### src/rtl/core/sha512_pkg.sv
// Package for the SHA-512 / SHA-384 hash engine: types, constants, round functions.
// Used by the engine's modules and by its input and output interfaces.
`default_nettype none
package sha512_pkg;

  localparam int unsigned WordW = 64;

  typedef logic [WordW-1:0] word_t;

  // Payload of one input beat.
  typedef struct packed {
    logic [63:0] message_word;
    logic [3:0]  valid_bytes;
    logic        last_item;
  } in_beat_t;

  // Payload of one output beat.
  typedef struct packed {
    logic [63:0] digest_word;
    logic [2:0]  word_index;
    logic        last_word;
  } out_beat_t;

  // Sequencer states.
  typedef enum logic [2:0] {
    StIdle,
    StRound,
    StFold,
    StPadFill,
    StEmit
  } state_e;

  // Control from the sequencer to the round datapath.
  typedef struct packed {
    logic       load_work;
    logic       do_round;
    logic       fold;
    logic       init_hash;
    logic       wr_sched;
    logic [3:0] wr_slot;
    word_t      wr_data;
    logic [6:0] round;
  } dp_ctrl_t;

  localparam word_t Init512 [8] = '{
    64'h6a09e667f3bcc908, 64'hbb67ae8584caa73b, 64'h3c6ef372fe94f82b, 64'ha54ff53a5f1d36f1,
    64'h510e527fade682d1, 64'h9b05688c2b3e6c1f, 64'h1f83d9abfb41bd6b, 64'h5be0cd19137e2179
  };

  localparam word_t Init384 [8] = '{
    64'hcbbb9d5dc1059ed8, 64'h629a292a367cd507, 64'h9159015a3070dd17, 64'h152fecd8f70e5939,
    64'h67332667ffc00b31, 64'h8eb44a8768581511, 64'hdb0c2e0d64f98fa7, 64'h47b5481dbefa4fa4
  };

  localparam word_t RoundK [80] = '{
    64'h428a2f98d728ae22, 64'h7137449123ef65cd, 64'hb5c0fbcfec4d3b2f, 64'he9b5dba58189dbbc,
    64'h3956c25bf348b538, 64'h59f111f1b605d019, 64'h923f82a4af194f9b, 64'hab1c5ed5da6d8118,
    64'hd807aa98a3030242, 64'h12835b0145706fbe, 64'h243185be4ee4b28c, 64'h550c7dc3d5ffb4e2,
    64'h72be5d74f27b896f, 64'h80deb1fe3b1696b1, 64'h9bdc06a725c71235, 64'hc19bf174cf692694,
    64'he49b69c19ef14ad2, 64'hefbe4786384f25e3, 64'h0fc19dc68b8cd5b5, 64'h240ca1cc77ac9c65,
    64'h2de92c6f592b0275, 64'h4a7484aa6ea6e483, 64'h5cb0a9dcbd41fbd4, 64'h76f988da831153b5,
    64'h983e5152ee66dfab, 64'ha831c66d2db43210, 64'hb00327c898fb213f, 64'hbf597fc7beef0ee4,
    64'hc6e00bf33da88fc2, 64'hd5a79147930aa725, 64'h06ca6351e003826f, 64'h142929670a0e6e70,
    64'h27b70a8546d22ffc, 64'h2e1b21385c26c926, 64'h4d2c6dfc5ac42aed, 64'h53380d139d95b3df,
    64'h650a73548baf63de, 64'h766a0abb3c77b2a8, 64'h81c2c92e47edaee6, 64'h92722c851482353b,
    64'ha2bfe8a14cf10364, 64'ha81a664bbc423001, 64'hc24b8b70d0f89791, 64'hc76c51a30654be30,
    64'hd192e819d6ef5218, 64'hd69906245565a910, 64'hf40e35855771202a, 64'h106aa07032bbd1b8,
    64'h19a4c116b8d2d0c8, 64'h1e376c085141ab53, 64'h2748774cdf8eeb99, 64'h34b0bcb5e19b48a8,
    64'h391c0cb3c5c95a63, 64'h4ed8aa4ae3418acb, 64'h5b9cca4f7763e373, 64'h682e6ff3d6b2b8a3,
    64'h748f82ee5defb2fc, 64'h78a5636f43172f60, 64'h84c87814a1f0ab72, 64'h8cc702081a6439ec,
    64'h90befffa23631e28, 64'ha4506cebde82bde9, 64'hbef9a3f7b2c67915, 64'hc67178f2e372532b,
    64'hca273eceea26619c, 64'hd186b8c721c0c207, 64'heada7dd6cde0eb1e, 64'hf57d4f7fee6ed178,
    64'h06f067aa72176fba, 64'h0a637dc5a2c898a6, 64'h113f9804bef90dae, 64'h1b710b35131c471b,
    64'h28db77f523047d84, 64'h32caab7b40c72493, 64'h3c9ebe0a15c9bebc, 64'h431d67c49c100d4c,
    64'h4cc5d4becb3e42b6, 64'h597f299cfc657e2a, 64'h5fcb6fab3ad6faec, 64'h6c44198c4a475817
  };

  localparam logic [7:0] PadByte = 8'h80;

  function automatic word_t rotr(input word_t x, input int unsigned n);
    rotr = (x >> n) | (x << (WordW - n));
  endfunction

  function automatic word_t big_sigma0(input word_t a);
    big_sigma0 = rotr(a, 28) ^ rotr(a, 34) ^ rotr(a, 39);
  endfunction

  function automatic word_t big_sigma1(input word_t e);
    big_sigma1 = rotr(e, 14) ^ rotr(e, 18) ^ rotr(e, 41);
  endfunction

  function automatic word_t small_sigma0(input word_t x);
    small_sigma0 = rotr(x, 1) ^ rotr(x, 8) ^ (x >> 7);
  endfunction

  function automatic word_t small_sigma1(input word_t y);
    small_sigma1 = rotr(y, 19) ^ rotr(y, 61) ^ (y >> 6);
  endfunction

endpackage
`default_nettype wire

### src/rtl/core/sha512_ctrl.sv
// Sequencer: takes message beats, pads the tail, runs 80 rounds per block, emits the digest.
// Depends on sha512_pkg; drives sha512_round through a dp_ctrl_t bundle.
`default_nettype none
module sha512_ctrl import sha512_pkg::*; (
  input  wire logic      clk_i,
  input  wire logic      rst_ni,
  input  wire logic      in_valid_i,
  input  wire in_beat_t  in_data_i,
  output logic           in_ready_o,
  output logic           out_valid_o,
  output out_beat_t      out_data_o,
  input  wire logic      out_ready_i,
  input  wire logic      cfg_valid_i,
  input  wire logic      cfg_data_i,
  output logic           cfg_ready_o,
  output logic           mode_o,
  output dp_ctrl_t       ctrl_o,
  output logic [2:0]     rd_idx_o,
  input  wire word_t     hash_i
);
  state_e     state_q, state_d;
  logic [3:0] pos_q, pos_d;
  logic [6:0] rnd_q, rnd_d;
  logic [63:0] bytes_q, bytes_d;
  logic       mode_q;
  logic       tail_q, tail_d;       // padding in progress
  // 2: pad word still due, 3: zeros to the block end with the length in the next block,
  // 1: zeros then the length in this block, 0: nothing left to place.
  logic [1:0] pend_q, pend_d;
  word_t      hold_q, hold_d;       // pad word waiting for a free slot
  logic [2:0] oidx_q, oidx_d;
  logic [3:0] nb;
  word_t      keep, padw, fill;
  logic       in_fire, cnt_words, last_out;

  assign in_fire  = in_valid_i && in_ready_o;
  assign in_ready_o  = (state_q == StIdle) && !cfg_valid_i;
  assign cfg_ready_o = (state_q == StIdle);
  // A mode write loads the new mode's initial value in the same cycle.
  assign mode_o   = (cfg_valid_i && cfg_ready_o) ? cfg_data_i : mode_q;
  assign last_out = mode_q ? (oidx_q == 3'd5) : (oidx_q == 3'd7);

  // Tail word: keep the valid bytes, then the pad byte.
  always_comb begin
    nb   = (in_data_i.valid_bytes > 4'd8) ? 4'd8 : in_data_i.valid_bytes;
    keep = (nb == 4'd0) ? '0 : ~(64'h0) << (7'd64 - {nb, 3'b000});
    padw = (in_data_i.message_word & keep) | ({56'h0, PadByte} << (7'd56 - {nb, 3'b000}));
    if (nb == 4'd8) padw = '0;
  end

  // Word to place in the next free slot during padding.
  always_comb begin
    fill = '0;
    if (pend_q == 2'd2) fill = hold_q;
    else if (pend_q == 2'd1 && pos_q == 4'd14) fill = {61'h0, bytes_q[63:61]};
    else if (pend_q == 2'd1 && pos_q == 4'd15) fill = {bytes_q[60:0], 3'b000};
  end

  // Next state and counters.
  always_comb begin
    state_d = state_q;
    pos_d = pos_q; rnd_d = rnd_q; bytes_d = bytes_q;
    tail_d = tail_q; pend_d = pend_q; hold_d = hold_q; oidx_d = oidx_q;
    cnt_words = 1'b0;
    case (state_q)
      StIdle: begin
        if (in_fire) begin
          if (!in_data_i.last_item) begin
            bytes_d = bytes_q + 64'd8;
            pos_d = pos_q + 4'd1;
            cnt_words = 1'b1;
          end else begin
            bytes_d = bytes_q + {60'h0, nb};
            tail_d = 1'b1;
            if (nb == 4'd8) begin
              pos_d = pos_q + 4'd1;
              pend_d = 2'd2;
              hold_d = {PadByte, 56'h0};
              cnt_words = 1'b1;
            end else begin
              pend_d = 2'd2;
              hold_d = (nb == 4'd0) ? {PadByte, 56'h0} : padw;
            end
          end
          if (cnt_words && pos_q == 4'd15) begin
            state_d = StRound; rnd_d = '0;
          end else if (in_data_i.last_item) begin
            state_d = StPadFill;
          end
        end
      end
      StPadFill: begin
        pos_d = pos_q + 4'd1;
        // The length fits behind the pad word only when the pad lands before slot 14.
        case (pend_q)
          2'd2: pend_d = (pos_q == 4'd14) ? 2'd3 : 2'd1;
          2'd3: if (pos_q == 4'd15) pend_d = 2'd1;
          2'd1: if (pos_q == 4'd15) pend_d = 2'd0;
          default: pend_d = pend_q;
        endcase
        if (pos_q == 4'd15) begin
          state_d = StRound; rnd_d = '0;
        end
      end
      StRound: begin
        rnd_d = rnd_q + 7'd1;
        if (rnd_q == 7'd79) begin
          state_d = StFold; rnd_d = '0;
        end
      end
      StFold: begin
        if (!tail_q) state_d = StIdle;
        else begin
          // After the last length block the digest is due; otherwise keep padding.
          state_d = (pend_q == 2'd0) ? StEmit : StPadFill;
        end
        oidx_d = '0;
      end
      StEmit: begin
        if (out_ready_i) begin
          oidx_d = oidx_q + 3'd1;
          if (last_out) begin
            state_d = StIdle; tail_d = 1'b0; bytes_d = '0; pos_d = '0;
          end
        end
      end
      default: state_d = StIdle;
    endcase
  end

  // Datapath control.
  always_comb begin
    ctrl_o = '0;
    ctrl_o.round = rnd_q;
    case (state_q)
      StIdle: begin
        ctrl_o.wr_sched = in_fire && (!in_data_i.last_item || nb == 4'd8);
        ctrl_o.wr_slot  = pos_q;
        ctrl_o.wr_data  = in_data_i.message_word;
        ctrl_o.load_work = in_fire && cnt_words && pos_q == 4'd15;
      end
      StPadFill: begin
        ctrl_o.wr_sched = 1'b1;
        ctrl_o.wr_slot  = pos_q;
        ctrl_o.wr_data  = fill;
        ctrl_o.load_work = (pos_q == 4'd15);
      end
      StRound: ctrl_o.do_round = 1'b1;
      StFold:  ctrl_o.fold = 1'b1;
      StEmit:  ctrl_o.init_hash = out_ready_i && last_out;
      default: ctrl_o = '0;
    endcase
    if (cfg_valid_i && cfg_ready_o) ctrl_o.init_hash = 1'b1;
  end

  assign rd_idx_o    = oidx_q;
  assign out_valid_o = (state_q == StEmit);
  assign out_data_o  = '{digest_word: hash_i, word_index: oidx_q, last_word: last_out};

  always_ff @(posedge clk_i or negedge rst_ni) begin
    if (!rst_ni) begin
      state_q <= StIdle;
      pos_q   <= '0;
      rnd_q   <= '0;
      bytes_q <= '0;
      mode_q  <= 1'b0;
      tail_q  <= 1'b0;
      pend_q  <= '0;
      oidx_q  <= '0;
    end else if (cfg_valid_i && cfg_ready_o) begin
      mode_q  <= cfg_data_i;
      pos_q   <= '0;
      bytes_q <= '0;
      tail_q  <= 1'b0;
      pend_q  <= '0;
    end else begin
      state_q <= state_d;
      pos_q   <= pos_d;
      rnd_q   <= rnd_d;
      bytes_q <= bytes_d;
      tail_q  <= tail_d;
      pend_q  <= pend_d;
      oidx_q  <= oidx_d;
    end
  end

  always_ff @(posedge clk_i) begin
    hold_q <= hold_d;
  end
endmodule
`default_nettype wire

### config.mk
export PLATFORM = sky130hd
export DESIGN_NAME = sha512_ctrl
export DESIGN_NICKNAME = d
export VERILOG_FILES = /design/src/rtl/core/sha512_pkg.sv /design/src/rtl/core/sha512_ctrl.sv
export SDC_FILE = /design/constraint.sdc
export NUM_CORES = 1
export LEC_CHECK = 0
export ABC_AREA = 1
export BUFFER_PORTS_ARGS = -buffer_cell sky130_fd_sc_hd__buf_2
export CAP_MARGIN = 15
export CELL_PAD_IN_SITES_DETAIL_PLACEMENT = 1
export CELL_PAD_IN_SITES_GLOBAL_PLACEMENT = 1
export CORE_MARGIN = 8
export CORE_UTILIZATION = 30
export CTS_CLUSTER_SIZE = 16
export DETAILED_ROUTE_END_ITERATION = 16
export PLACE_DENSITY = 0.71
export SKIP_LAST_GASP = 1
export SYNTH_ARGS = -nofsm -noshare
export SYNTH_HDL_FRONTEND = slang
export SYNTH_SLANG_ARGS = --single-unit
### constraint.sdc
create_clock -name clk_i -period 5.1 [get_ports clk_i]
set_input_delay 1.02 -clock clk_i [delete_from_list [all_inputs] [get_ports clk_i]]
set_output_delay 1.02 -clock clk_i [all_outputs]
set_load 0.02 [all_outputs]
== Word level (Yosys, flattened, before mapping) ==
Cells that the tools add are included.

* Output and inout bits: 155
* Bits in writable memories: 0
* Latch bits: 0
* Bits in registers: 149
* Memories kept: 0
* Bits in read-only memories: 0
* Input bits: 139

* Div/mod/pow operators: 0
* Order comparisons: 1
* Mux-type cells: 64
* Reductions and logical operators: 31
* Equality and inequality tests: 28
* Multipliers: 0
* Shift operators: 2
* Add/sub/neg operators: 7
* Bitwise operators: 3

{| class="wikitable"
|+ Operators with widths
! cell !! count
|-
| two-way mux 64 bit || 9
|-
| case mux 69 bit (2 select lines) || 1
|-
| case mux 64 bit (2 select lines) || 1
|-
| adder 64 x 4 -> 64 bit || 1
|-
| adder 64 x 4 -> 64 bit (second input constant) || 1
|-
| bitwise AND 64 bit || 1
|-
| OR 64 bit || 1
|-
| left shift 64 x 7 -> 64 bit (first input constant) || 1
|-
| left shift 8 x 7 -> 64 bit (first input constant) || 1
|-
| two-way mux 7 bit || 5
|-
| two-way mux 3 bit || 10
|-
| two-way mux 4 bit || 7
|-
| case mux 7 bit (3 select lines) || 1
|-
| two-way mux 1 bit || 17
|-
| case mux 3 bit (5 select lines) || 1
|-
| AND reduction 5 bit || 3
|-
| equality test 4 bit (second input constant) || 3
|-
| two-way mux 2 bit || 6
|-
| case mux 4 bit (3 select lines) || 1
|-
| logical AND 1 bit || 10
|-
| equality test 3 bit (second input constant) || 3
|-
| != test 3 x 1 -> 1 bit (second input constant) || 3
|-
| nonzero test 3 bit || 3
|-
| != test 2 x 1 -> 1 bit (second input constant) || 4
|-
| 34 further kinds || 42
|}

== Logic depth before layout (Yosys ltp) ==
* Depth in word-level cells: 12
* Mapped depth: 16

== Worst setup path before layout ==
No wires, ideal clock.

* Kind: in2reg
* Start: in in_data_i[0] (netlist name)
* End: reg bytes_q[1]
* Arrival: 4.821 ns
* Stages on the path: 7
* Path buffers: 3
* Setup slack: 0.181 ns
* Data required time: 5.001 ns
* Cells stage by stage: buf_2 inv_1 buf_2 buf_2 nor2_1 inv_1 o22ai_1

* Word-level cells in the longest chain between the ends: 4

{| class="wikitable"
|+ Ends and longest elaborated chain
! item !! RTL line !! text
|-
| from (decl) || sha512_ctrl.sv:8 || <nowiki>input wire in_beat_t in_data_i,</nowiki>
|-
| two-way mux 64 bit || sha512_ctrl.sv:68 || <nowiki>if (!in_data_i.last_item) begin</nowiki>
|-
| two-way mux 64 bit || sha512_ctrl.sv:67 || <nowiki>if (in_fire) begin</nowiki>
|-
| case mux 64 bit (2 select lines) || sha512_ctrl.sv:65 || <nowiki>case (state_q)</nowiki>
|-
| two-way mux 64 bit || sha512_ctrl.sv:170 || <nowiki>end else if (cfg_valid_i && cfg_ready_o) begin</nowiki>
|-
| to (signal assigned) || sha512_ctrl.sv:180 || <nowiki>bytes_q <= bytes_d;</nowiki>
|-
| to (decl) || sha512_ctrl.sv:24 || <nowiki>logic [63:0] bytes_q, bytes_d;</nowiki>
|}

Every way passes these cells. The select of a mux whose other input is x is not followed.
A chain may end at the register's enable or synchronous reset.

==> run metrics <==
status complete, no violations; Resize count post-CTS 0; layout cell share with drive strength beyond 1 13.50%; met3 global-route usage roughly 3.5%; # Post-CTS Setup Buffers 0; H-tree levels 4; IR drop worst, VDD 0.2052 mV; gr busiest metal met2; pin count of the biggest net entering global routing 88; GRT met2 Usage 33.72%; WL per Instance just over 20 um; Max Clock Freq between 0.2 and 0.25 GHz; first-pass GRT wire length approximately 71 mm; syn nets 1832; vias in the first global route approximately 12000; Syn Area/Cell between 6 and 7 um2; CTS tree built; initial antenna violation count 0; Routed Antenna Nets 0; GP Congestion 0.9471; Vias between 10000 and 15000; die area about 44000 um2; global router's overall resource usage between 20% and 30%; I/O pins between 200 and 300; Hold Crit Depth 1; total grt overflow 0; crit path cell chain inv_1 > ha_1 > nand3_1 > buf_4 > inv_2 > nor3_1 > o21ai_0 > o21ai_0 > buf_2; Worst-Margin Slew between 1 and 1.5 ns; post-DP HPWL between 30 and 40 mm; crit-path max cell delay 0.64 ns; # setup viols final 0; met1 Use GR a little over a quarter; min Tclk post-route slightly above 4 ns; Syn Inst Count approximately 1700; CP max FO 46; initial core utilization just over 30%; Final Cycle Share ~80%; Critical Path AT about 3.0 ns; Worst Hold Path EP rnd_q[3]; clock slew at reported path FFs approximately 0.07 ns; critical path type reg2out; synthesis-stage register bit count 149; router iterations before antenna repair 5; core area 36610 um2; CP max stage cell inv_2; hold_sp rnd_q[3]; maximum root-to-sink buffer count 2; clock latency on the worst-skew pair about 0.44 ns; Die H ~210 um; TNS Setup 0 ns; Synth Cell Area 11140 um2; PD cells 416.8 nW/um2; Chip Width between 200 and 250 um; IO Port Bufs between 150 and 200; Max Cap Viol 0; routed wire length about 45 mm; WP data required between 4 and 5 ns; Yosys cell types 39; n_diodes 0; Slew headroom approximately 32%; Iter 0 DRT Violations a little over 700; worst r2r dst hold_q[48]; Startpoint Class flip-flop; Seq/Total Area, Yosys 36.36%; hold buffer count at cts 0; vias per cell 5.150; Critical Path Sink Type output port; TritonCTS buffer count 17; max-slew violations 0; Final nets around 1900; clock skew between 0.007 and 0.008 ns; row count 70; synthesis warning total 0; P_leak around 5.8 nW; CP dominant cell by count o21ai_0; Clock Sinks approximately 150; Register-to-Register Path Depth 8; Final Hold Viols 0; RSZ-0062 raised after global routing no; Syn-to-layout area delta 12.16%; Util after Layout 34.12%; DRC viols 0; Root Driver clkbuf_16; worst r2r src state_q[0]; HP Class reg2reg; flop2flop setup slack around 2.3 ns
==> layout by cell type, fill, tap and decap left out, types with 3 or more instances in the layout <==
| cell type | count |
|---|---|
| o22ai_1 | 11 |
| nor3_1 | 126 |
| o31ai_1 | 16 |
| nand4_1 | 28 |
| clkbuf_16 | 17 |
| inv_2 | 6 |
| clkinv_4 | 4 |
| xor2_1 | 7 |
| buf_4 | 14 |
| nand3_1 | 85 |
| a21oi_1 | 85 |
| dfrtp_1 | 85 |
| inv_1 | 278 |
| inv_6 | 5 |
| nor2_1 | 224 |
| o21ai_0 | 158 |
| ha_1 | 19 |
| edfxtp_1 | 64 |
| nand2_1 | 316 |
| nor2_4 | 3 |
| or2_2 | 3 |
| nor2_2 | 6 |
| nand3b_1 | 3 |
| buf_2 | 164 |
==> layer usage <==
layer  vias to the layer above  part of all wire [%]  wire length, um
met5                         -                     0                0
met4                         0                   1.8              822
met3                        36                   4.5             2041
met2                       303                    47            21190
met1                      5642                    47            21400
li1                       5468                     -                -
==> synthesized netlist by cell type <==
| master | count | area share, % |
|---|---|---|
| nand2_1 | 316 | 11 |
| inv_1 | 278 | 9.4 |
| nor2_1 | 225 | 7.6 |
| o21ai_0 | 158 | 7.1 |
| nor3_1 | 126 | 5.7 |
| a21oi_1 | 85 | 3.8 |
| dfrtp_1 | 85 | 19 |
| nand3_1 | 85 | 3.8 |
| buf_4 | 71 | 4.8 |
| edfxtp_1 | 64 | 17 |
| clkbuf_1 | 39 | 1.3 |
| nand4_1 | 28 | 1.6 |
| ha_1 | 21 | 2.4 |
| o31ai_1 | 16 | 1.1 |
| o22ai_1 | 11 | 0.62 |
| buf_2 | 9 | 0.40 |
| buf_1 | 7 | 0.24 |
| xor2_1 | 7 | 0.55 |
| inv_2 | 6 | 0.20 |
| nor2_2 | 6 | 0.34 |
| nand3b_1 | 3 | 0.20 |
| or2_2 | 3 | 0.17 |
| and3_1 | 2 | 0.11 |
| nand3_2 | 2 | 0.18 |
| nor2_4 | 2 | 0.20 |
| nor4_1 | 2 | 0.11 |
| o21ai_1 | 2 | 0.090 |
| a21oi_2 | 1 | 0.079 |
| a21oi_4 | 1 | 0.15 |
| a22o_1 | 1 | 0.079 |
| a31oi_1 | 1 | 0.056 |
| fa_1 | 1 | 0.18 |
| nand2_2 | 1 | 0.056 |
| nor3_2 | 1 | 0.090 |
| nor3_4 | 1 | 0.15 |
| nor3b_1 | 1 | 0.067 |
| o21a_1 | 1 | 0.067 |
| o21bai_1 | 1 | 0.067 |
| xnor2_1 | 1 | 0.079 |
==> stage by stage <==
stage / setup WS, ns / hold slack, ns / power [mW] / cells / instance area [um2]
detailed placement: 1.242 / 0.5265 / 3.954 / 2191 / 11920
global route: 0.7949 / 0.5828 / 5.516 / 2223 / 12490
floorplan: 0.1808 / 0.4754 / 3.173 / 1671 / 11140
global placement: 1.397 / 0.5034 / 3.901 / 2191 / 11920
CTS: 0.9903 / 0.5417 / 5.236 / 2223 / 12490
finish: 1.037 / 0.5424 / 5.206 / 2223 / 12490
==> cell type report <==
type                    instances  area [um2]
clock buffers                  17       425.4
clock inverters                15       145.1
fillers                      4708       24120
inverters                     284        1066
multi-input cells            1112        5294
flip-flops and latches        149        4049
well taps                     468       585.6
repair buffers                178       925.9
==> registers in the layout, indices dropped and copies added (netlist names) <==
name      cells
bytes_q      64
hold_q       64
mode_q        1
pend_q        2
pos_q         4
rd_idx_o      3
rnd_q         7
state_q       3
tail_q        1
==> power breakdown <==
group	switching, mW	internal (mW)	total (mW)
logic	1.75	0.628	2.37
registers	0.146	1.41	1.56
clock network	0.593	0.684	1.28
total	2.49	2.72	5.21
==> worst max-delay path by stage <==
stage	start	end	slack, ns	cells past startpoint
2_1_floorplan	in_data_i[0]	bytes_q[1]	0.18	7
5_1_grt	pos_q[0]	ctrl_o[12]	0.79	9
6_report	pos_q[0]	ctrl_o[12]	1.04	9
4_1_cts	pos_q[0]	ctrl_o[12]	0.99	9
3_5_place_dp	in_data_i[2]	bytes_q[54]	1.24	15
3_3_place_gp	in_data_i[4]	hold_q[31]	1.40	11
==> worst max-delay path, delay by kind of cell (launching register included) <==
kind / cells / cell delay [ns]
flops: 1 / 0.41
fa+ha+maj: 1 / 0.17
simple gates: 2 / 0.28
buf+inv: 4 / 1.26
compound gates: 2 / 0.46
==> kinds of logic after synthesis <==
| family | count (synthesis) | synth area share (%) |
|---|---|---|
| flops | 149 | 36.36 |
| compound gates | 278 | 13.20 |
| fa+ha+maj | 22 | 2.539 |
| xor+xnor | 8 | 0.6292 |
| buf+inv | 410 | 16.31 |
| simple gates | 804 | 30.96 |
Power figures use the tool's default switching activity.
